<file path="config.mk">
export PLATFORM = sky130hd
export DESIGN_NAME = dpr_front
export DESIGN_NICKNAME = d
export VERILOG_FILES = /design/src/design/dpr_pkg.sv /design/src/design/dpr_front.sv
export SDC_FILE = /design/constraint.sdc
export NUM_CORES = 1
export LEC_CHECK = 0
export BUFFER_PORTS_ARGS = -buffer_cell sky130_fd_sc_hd__buf_4
export CAP_MARGIN = 10
export CORE_MARGIN = 1.5
export CORE_UTILIZATION = 50
export DETAILED_ROUTE_END_ITERATION = 6
export PLACE_DENSITY = 0.81
export SLEW_MARGIN = 20
export SYNTH_ARGS = -nofsm -noshare
export SYNTH_HDL_FRONTEND = slang
export SYNTH_SLANG_ARGS = --single-unit
</file>
<file path="constraint.sdc">
create_clock -name i_clk -period 12.35 [get_ports i_clk]
set_input_delay 0 -clock i_clk [delete_from_list [all_inputs] [get_ports i_clk]]
set_output_delay 0 -clock i_clk [all_outputs]
set_load 0.02 [all_outputs]
</file>
<file path="src/design/dpr_pkg.sv">
// Shared types, constants and sizes of the disparity reprojection unit.
package dpr_pkg;

    localparam int COORD_BITS = 12;
    localparam int FRAC_BITS  = 16;

    localparam int SHIFT_W    = 11;
    localparam int DISP_W     = 8;
    localparam int INT_W      = 8;
    localparam int BORDER_W   = 8;
    localparam int SIZE_W     = 13;
    localparam int CFG_DATA_W = 13;
    localparam int CFG_IDX_W  = 3;
    localparam int COEF_IDX_W = 4;
    localparam int COEF_NUM   = 16;
    localparam int WORD_W     = 32;
    localparam int PROD_W     = 2 * WORD_W;
    localparam int MAT_ROWS   = 3;
    localparam int MAT_COLS   = 4;

    // column/row plus shift, signed
    localparam int SUM_W = ((COORD_BITS + 1 > SHIFT_W) ? COORD_BITS + 1 : SHIFT_W) + 1;
    // border window compare width
    localparam int CMP_W = ((COORD_BITS > SIZE_W) ? COORD_BITS : SIZE_W) + 1;
    // magnitude of a dividend: both terms of the lateral numerator and the depth term
    localparam int MAG_W = ((PROD_W - 2 - FRAC_BITS > SUM_W + WORD_W - 2) ?
                            PROD_W - 2 - FRAC_BITS : SUM_W + WORD_W - 2) + 2;
    localparam int DIV_STEP   = 4;
    localparam int DIV_STAGES = (MAG_W + DIV_STEP - 1) / DIV_STEP;
    localparam int DIV_W      = DIV_STAGES * DIV_STEP;
    // magnitude stage, division stages, rounding stage, saturation stage
    localparam int DIV_LAT    = DIV_STAGES + 3;
    // matrix accumulator: three floored products plus offset
    localparam int ACC_W      = PROD_W - FRAC_BITS + 2;

    localparam int CQ_DEPTH = 4;
    localparam int CQ_AW    = 2;
    localparam int RQ_DEPTH = 32;
    localparam int RQ_AW    = 5;

    localparam logic [COEF_IDX_W-1:0] COEF_CCX   = 4'd12;
    localparam logic [COEF_IDX_W-1:0] COEF_CCY   = 4'd13;
    localparam logic [COEF_IDX_W-1:0] COEF_BASE  = 4'd14;
    localparam logic [COEF_IDX_W-1:0] COEF_FOCAL = 4'd15;

    typedef enum logic {
        FUNC_PIXEL = 1'b0,
        FUNC_LOAD  = 1'b1
    } t_func;

    typedef enum logic [CFG_IDX_W-1:0] {
        CFG_MIN_DISPARITY = 3'd0,
        CFG_X_SHIFT       = 3'd1,
        CFG_Y_SHIFT       = 3'd2,
        CFG_FRAME_BORDER  = 3'd3,
        CFG_FRAME_WIDTH   = 3'd4,
        CFG_FRAME_HEIGHT  = 3'd5
    } t_cfg_idx;

    typedef struct packed {
        logic [DISP_W-1:0]          min_disparity;
        logic signed [SHIFT_W-1:0]  x_shift;
        logic signed [SHIFT_W-1:0]  y_shift;
        logic [BORDER_W-1:0]        frame_border;
        logic [SIZE_W-1:0]          frame_width;
        logic [SIZE_W-1:0]          frame_height;
    } t_cfg;

    localparam t_cfg CFG_RESET = '{
        min_disparity: 8'd1,
        x_shift:       11'sd0,
        y_shift:       11'sd0,
        frame_border:  8'd0,
        frame_width:   13'd640,
        frame_height:  13'd480
    };

    typedef struct packed {
        t_func                     func;
        logic [COORD_BITS-1:0]     pixel_x;
        logic [COORD_BITS-1:0]     pixel_y;
        logic [DISP_W-1:0]         disparity;
        logic [INT_W-1:0]          intensity;
        logic [COEF_IDX_W-1:0]     coef_index;
        logic signed [WORD_W-1:0]  coef_value;
    } t_cmd;

    typedef struct packed {
        logic signed [WORD_W-1:0]  point_x;
        logic signed [WORD_W-1:0]  point_y;
        logic signed [WORD_W-1:0]  point_z;
        logic [INT_W-1:0]          point_intensity;
    } t_result;

endpackage

</file>
<file path="src/design/dpr_front.sv">
// Front end: takes input words, drops pixels outside the window or below the minimum disparity, queues the rest.
module dpr_front import dpr_pkg::*; (
    input  logic  i_clk,
    input  logic  i_rst_n,
    input  t_cfg  i_cfg,
    input  logic  i_push,
    input  t_cmd  i_item,
    output logic  o_full,
    output logic  o_cmd_valid,
    output t_cmd  o_cmd,
    input  logic  i_cmd_take
);

    t_cmd              r_mem [CQ_DEPTH];
    logic [CQ_AW-1:0]  r_wr_ptr;
    logic [CQ_AW-1:0]  r_rd_ptr;
    logic [CQ_AW:0]    r_count;
    logic [CQ_AW:0]    n_count;

    logic [CMP_W-1:0]  w_x;
    logic [CMP_W-1:0]  w_y;
    logic [CMP_W-1:0]  w_border;
    logic              w_keep_x;
    logic              w_keep_y;
    logic              w_keep_d;
    logic              w_write;
    logic              w_take;

    assign w_x      = CMP_W'(i_item.pixel_x);
    assign w_y      = CMP_W'(i_item.pixel_y);
    assign w_border = CMP_W'(i_cfg.frame_border);

    // window runs from border-1 to size-border-1
    assign w_keep_x = !((w_x + CMP_W'(1) < w_border) ||
                        (w_x + w_border >= CMP_W'(i_cfg.frame_width)));
    assign w_keep_y = !((w_y + CMP_W'(1) < w_border) ||
                        (w_y + w_border >= CMP_W'(i_cfg.frame_height)));
    // zero disparity is dropped even with a zero minimum
    assign w_keep_d = (i_item.disparity != '0) && (i_item.disparity >= i_cfg.min_disparity);

    assign o_full      = (r_count == (CQ_AW + 1)'(CQ_DEPTH));
    assign o_cmd_valid = (r_count != '0);
    assign o_cmd       = r_mem[r_rd_ptr];

    assign w_write = i_push && !o_full &&
                     ((i_item.func == FUNC_LOAD) || (w_keep_x && w_keep_y && w_keep_d));
    assign w_take  = i_cmd_take && o_cmd_valid;

    assign n_count = r_count + (CQ_AW + 1)'(w_write) - (CQ_AW + 1)'(w_take);

    always_ff @(posedge i_clk) begin
        if (!i_rst_n) begin
            r_wr_ptr <= '0;
            r_rd_ptr <= '0;
            r_count  <= '0;
        end else begin
            if (w_write) begin
                r_wr_ptr <= r_wr_ptr + CQ_AW'(1);
            end
            if (w_take) begin
                r_rd_ptr <= r_rd_ptr + CQ_AW'(1);
            end
            r_count <= n_count;
        end
    end

    always_ff @(posedge i_clk) begin
        if (w_write) begin
            r_mem[r_wr_ptr] <= i_item;
        end
    end

endmodule

</file>
==> metrics, run 1 <==
status finished, final reports clean; worst hold slack 0.202 ns; Clk network pwr share 0.291; Reg clk slew, reported paths 0.06 ns; Synth Cell Area 13800 µm²; yosys warns 0; remaining global-route overflow 0; Peak VDD IR 98.0 µV; Std-Cell Rows 60; wire per inst 20.7 µm; ratio of cells with drive above 1 in the final layout 0.312; fin crit share 0.451; Combinational Power Share 0.277; R2R depth 8; Main synth FF type edfxtp_1; Clock H-tree levels 1; met3 WL post-DR 1880 µm; Internal Pwr Total 2.21 mW; Max Cap Viol 0; met2 routed WL 14600 µm; sequential group share of total power 0.431; Sw Share 0.283; Distinct cells, synth 49; Vias/cell 5.51; CP Capture Type flop; syn avg cell area 18.1 µm²; TritonCTS clock tree yes; worst hold path depth 2; Die Y 169 µm; die area 28700 µm²; Routed Antenna Nets 0; vias in the first global route 8201; Syn Inst Count 764; Startpoint Class input pin; first-pass GRT wire length 45400 µm; TritonCTS Buffers 31; width of the die 169 µm; # DRC 0; Crit path required time 12.51 ns; most frequent cells in the layout 308 x edfxtp_1, 207 x buf_4, 80 x dlygate4sd3_1, 77 x mux4_2, 72 x ha_1; fin util 0.648; Initial Utilization 0.511; syn_nets 984; Final WS setup 6.78 ns; Power, Total 3.08 mW; max-slew violations 0; RSZ-0062 raised after global routing false; DR vias 7872; dpl ws 6.75 ns; Synth async-reset ratio 0; relative slew slack 0.368; Cells after DPL 1292; most common cell after layout, fill and taps aside edfxtp_1; CTS max path bufs 3; CP arrival 5.73 ns; Fin Setup TNS 0 ns; fin cells 1428; I/O Pins 224; post-cts sizing count 0; drt total wl 29600 µm; clock sinks 317; total global-route track usage 0.209; Placed Area 15700 µm²; flop and latch count out of synthesis 317; Top Layer Used met4; initial antenna violation count 0; CP Max Fanout 51; endpoints failing setup 0; CTS Root Buffer Type clkbuf_16; Area growth, synth to finish 26.6%; detailed placement HPWL 18100 µm; RePlAce Congestion 0.827; diode count 0; core area 27000 µm²; DRT met1 WL 12600 µm; TritonRoute pass-1 iters 5; Layout Skew 0.0152 ns; number of synthesized flops with an enable pin 308; FMAX 0.180 GHz; 1st-iter DRT viols 620; sequential-to-total area share from yosys stat 0.682; largest net degree at the start of global routing 52; power density over cell area 176 nW/µm²; Final Hold Fails 0; clock latency on the worst-skew pair 0.54 ns; P_sw 0.870 mW; P_leak 6.45 nW; port bufs 201; critical path class input pin to flop; Hold Path Class input pin to flop; fin crit period 5.57 ns; Layout Nets 1284; Worst Tran Pin Value 0.948 ns; Final Cell Area 17500 µm²
-- final cells by class --
type,instances,area [µm²]
fill,1835,9520
sequential,317,9440
multi-input combinational,368,4100
timing repair buffer,287,2350
clock buffer,44,855
tap,341,427
inverter,59,221
clock inverter,12,111
-- cells by family after synthesis --
family                     count (synthesis)  share of synthesized area
DFF                                      317                      0.682
and+or+nand+nor                          104                     0.0391
buffers and inverters                     79                     0.0222
muxes                                     79                      0.127
AOI/OAI and AO/OA                         75                     0.0380
adders and majority gates                 75                     0.0695
xor gates and xnor gates                  35                     0.0222
-- worst max-delay path: stages --
cell and delay, ns:
dlygate4sd3_1 0.53, buf_4 0.17, ha_1 0.19, inv_1 0.06
fa_1 0.39, nor2b_1 0.11, o21ai_0 0.10, a21boi_0 0.27
o21ai_0 0.14, a21oi_1 0.36, nand3_1 0.15, xnor2_1 0.14
ha_1 0.31, a211oi_1 0.46, o22ai_1 0.16, nor4_1 0.30
o2111ai_1 0.24, o21ai_2 0.37, and2_4 0.51, buf_4 0.71
-- layer usage --
metal / up-vias / GRT usage
met2: 271 / 0.359
li1: 3634 / -
met4: 0 / 0.0489
met5: - / 0
met3: 35 / 0.0352
met1: 3932 / 0.282
-- final timing paths --
path | from | end | slack (ns)
min | i_item[39] | r_mem[3][39]$_DFFE_PP_ | 0.20
max | i_item[64] | r_mem[0][28]$_DFFE_PP_ | 6.78
max reg2reg | r_count[1]$_SDFF_PN0_ | r_mem[0][28]$_DFFE_PP_ | 8.68
min reg2reg | r_wr_ptr[1]$_SDFFE_PN0P_ | r_wr_ptr[1]$_SDFFE_PN0P_ | 0.51
-- Yosys cell counts (2+ instances only) --
master,instances,area (µm²)
dfxtp_1,9,180
nor4_1,3,18.8
clkbuf_1,10,37.5
nand4_1,4,25.0
nand2_1,24,90.1
nor3b_1,2,15.0
edfxtp_1,308,9250
fa_1,3,60.1
and3_1,5,31.3
o21a_1,9,67.6
nand3_1,13,65.1
nor3_1,6,30.0
o21ai_0,17,85.1
a211oi_1,4,30.0
buf_2,8,40.0
a41oi_1,4,35.0
xnor2_1,25,219
xor2_1,10,87.6
o211ai_1,4,30.0
and2_1,13,81.3
a21oi_1,15,75.1
nor2_1,16,60.1
buf_1,2,7.51
inv_1,59,221
ha_1,72,901
mux4_2,77,1730
a21o_1,5,37.5
or3_1,4,25.0
a211o_1,2,17.5
nor2b_1,8,50.1
mux2i_1,2,20.0
o2111ai_1,3,26.3
a21boi_0,2,15.0
-- timing repair --
item | 4_1_cts | 5_1_grt
endpoints found under the hold margin | 317 | 0
buffers inserted | 0 | 0
hold buffers | 80 | 0
-- state kept, by name (all words and copies together), names as in the netlist, named ones only --
register	cells
r_rd_ptr	2
r_count	3
r_wr_ptr	2
r_mem	308
-- power by group through the flow --
stage               Clock (mW)  Sequential, mW  Combinational, mW
floorplan                    0            1.31              0.551
global placement             0            1.35              0.826
detailed placement           0            1.35              0.837
CTS                      0.911            1.33              0.861
global route             0.952            1.34              0.913
finish                   0.897            1.33              0.853
Power figures use the tool's default switching activity.
==> run 2: changes to the inputs <==
==> constraint.sdc (replaced) <==
create_clock -name i_clk -period 5.2 [get_ports i_clk]
set_input_delay 0 -clock i_clk [delete_from_list [all_inputs] [get_ports i_clk]]
set_output_delay 0 -clock i_clk [all_outputs]
set_load 0.02 [all_outputs]
==> metrics, run 2 (same netlist as run 1, synthesis figures left out) <==
status finished, final reports clean; RSZ-0062 raised after global routing false; hold path start i_item[35]; initial antenna violation count 0; CP arrival 5.25 ns; Area growth, synth to finish 28.5%; vias in the first global route 8296; power density over cell area 416 nW/µm²; Final Hold Fails 0; most common cell after layout, fill and taps aside edfxtp_1; worst r2r dst r_count[2]$_SDFF_PN0_; grt peak-use layer met2; drt total wl 29100 µm; fin crit period 4.83 ns; R2R depth 13; clock latency on the worst-skew pair 0.53 ns; RePlAce Congestion 0.807; ratio of cells with drive above 1 in the final layout 0.321; largest net degree at the start of global routing 56; die area 28700 µm²; slowest cell delay on critical path 0.53 ns; Clk network pwr share 0.293; I/O Pins 224; DR vias 7962; Slowest-stage cell, CP dlygate4sd3_1; Register-to-Register Setup Slack 1.98 ns; max reg flops 308; fin crit share 0.928; Crit path required time 5.62 ns; P_leak 6.56 nW; Die Y 169 µm; worst hold path depth 2; hold worst-path end r_mem[3][35]$_DFFE_PP_; diode count 0; Reg with most FFs r_mem; Std-Cell Rows 60; r2r startpoint r_count[1]$_SDFF_PN0_; CP Capture Type flop; routing usage on met1 0.285; endpoints failing setup 0; wire per inst 20.2 µm; Layout Skew 0.0104 ns; core area 27000 µm²; # DRC 0; post-CTS setup repair buffer count 0; Initial Utilization 0.511; Routed Antenna Nets 0; TritonRoute pass-1 iters 4; Max Cap Viol 0; relative slew slack 0.472; Startpoint Class input pin; sequential group share of total power 0.424; Clock H-tree levels 1; detailed placement HPWL 18900 µm; P_sw 2.05 mW; Hold Path Class input pin to flop; TritonCTS Buffers 31; FMAX 0.207 GHz; TritonCTS clock tree yes; Internal Pwr Total 5.34 mW; Power, Total 7.39 mW; port bufs 201; met2 Track Usage GR 0.344; CP Max Fanout 8; Worst Tran Pin Value 0.792 ns; max-slew violations 0; most frequent cells in the layout 308 x edfxtp_1, 208 x buf_4, 80 x dlygate4sd3_1, 77 x mux4_2, 72 x ha_1; CTS max path bufs 3; Layout Nets 1295; CTS Root Buffer Type clkbuf_16; Fin Setup TNS 0 ns; Combinational Power Share 0.282; Final Cell Area 17800 µm²; critical path class input pin to flop; total global-route track usage 0.206; Vias/cell 5.54; clock sinks 317; met3 global-route usage 0.0392; fillers 1821; Reg clk slew, reported paths 0.06 ns; Peak VDD IR 312 µV; first-pass GRT wire length 45300 µm; critical path's most frequent cell ha_1; width of the die 169 µm; remaining global-route overflow 0; Sw Share 0.277; 1st-iter DRT viols 702; Placed Area 15900 µm²; biggest regs r_mem x308, r_count x3
run 2: cell types whose count changed in the layout (fill, tap and decap cells not counted), sizes merged:
cell,previous run,this run
buf,207,218
clkbuf,44,42
clkinv,9,10
run 2: per-layer routing:
layer | share of wire | routed length, µm
met4 | 0.018 | 527
met5 | 0 | 0
met1 | 0.43 | 12400
met3 | 0.066 | 1910
met2 | 0.49 | 14200
run 2: layout make-up:
class	instances	area, µm²	area share
Sequential cell	317	9440	0.531
Multi-Input combinational cell	368	4100	0.231
Timing Repair Buffer	298	2560	0.144
Clock buffer	42	898	0.0506
Tap cell	341	427	0.0240
Inverter	59	221	0.0125
Clock inverter	13	115	0.00648
run 2: how the worst max path moves through the flow:
stage                from                    end  slack (ns)  depth (start not counted)
4_1_cts        i_item[64]  r_count[2]$_SDFF_PN0_        0.34                         26
5_1_grt        i_item[64]  r_count[2]$_SDFF_PN0_        0.05                         26
2_1_floorplan   i_cfg[26]  r_mem[0][0]$_DFFE_PP_       0.008                         17
3_5_place_dp   i_item[64]  r_count[2]$_SDFF_PN0_        0.35                         25
3_3_place_gp   i_item[64]  r_count[2]$_SDFF_PN0_        0.46                         25
6_report       i_item[64]  r_count[2]$_SDFF_PN0_        0.38                         26
run 2: repair_timing:
item | 4_1_cts | 5_1_grt
hold endpoints to repair | 317 | 0
setup endpoints to repair | 0 | 1
hold buffers | 80 | 0
resized for setup | 0 | 1
run 2: stage by stage:
step,std cells,worst slack (ns),hold slack [ns],utilization
floorplan,764,0.00770,0.0989,-
global placement,1303,0.463,0.200,0.590
detailed placement,1303,0.355,0.203,0.590
CTS,1438,0.343,0.199,0.657
global route,1438,0.0468,0.205,0.657
finish,1438,0.375,0.217,0.657
run 2: critical path: cells and delay by family:
family,cells,cell delay [ns]
fa+ha+maj,6,1.73
buf+inv,6,1.05
simple gates,4,0.66
xor+xnor,2,0.28
compound gates,8,1.52
run 2: power groups by stage:
stage               clock (mW)  combinational (mW)  sequential, mW
floorplan                    0                1.31            3.12
global placement             0                2.02            3.18
detailed placement           0                2.05            3.19
CTS                       2.20                2.10            3.14
global route              2.30                2.23            3.16
finish                    2.17                2.08            3.14
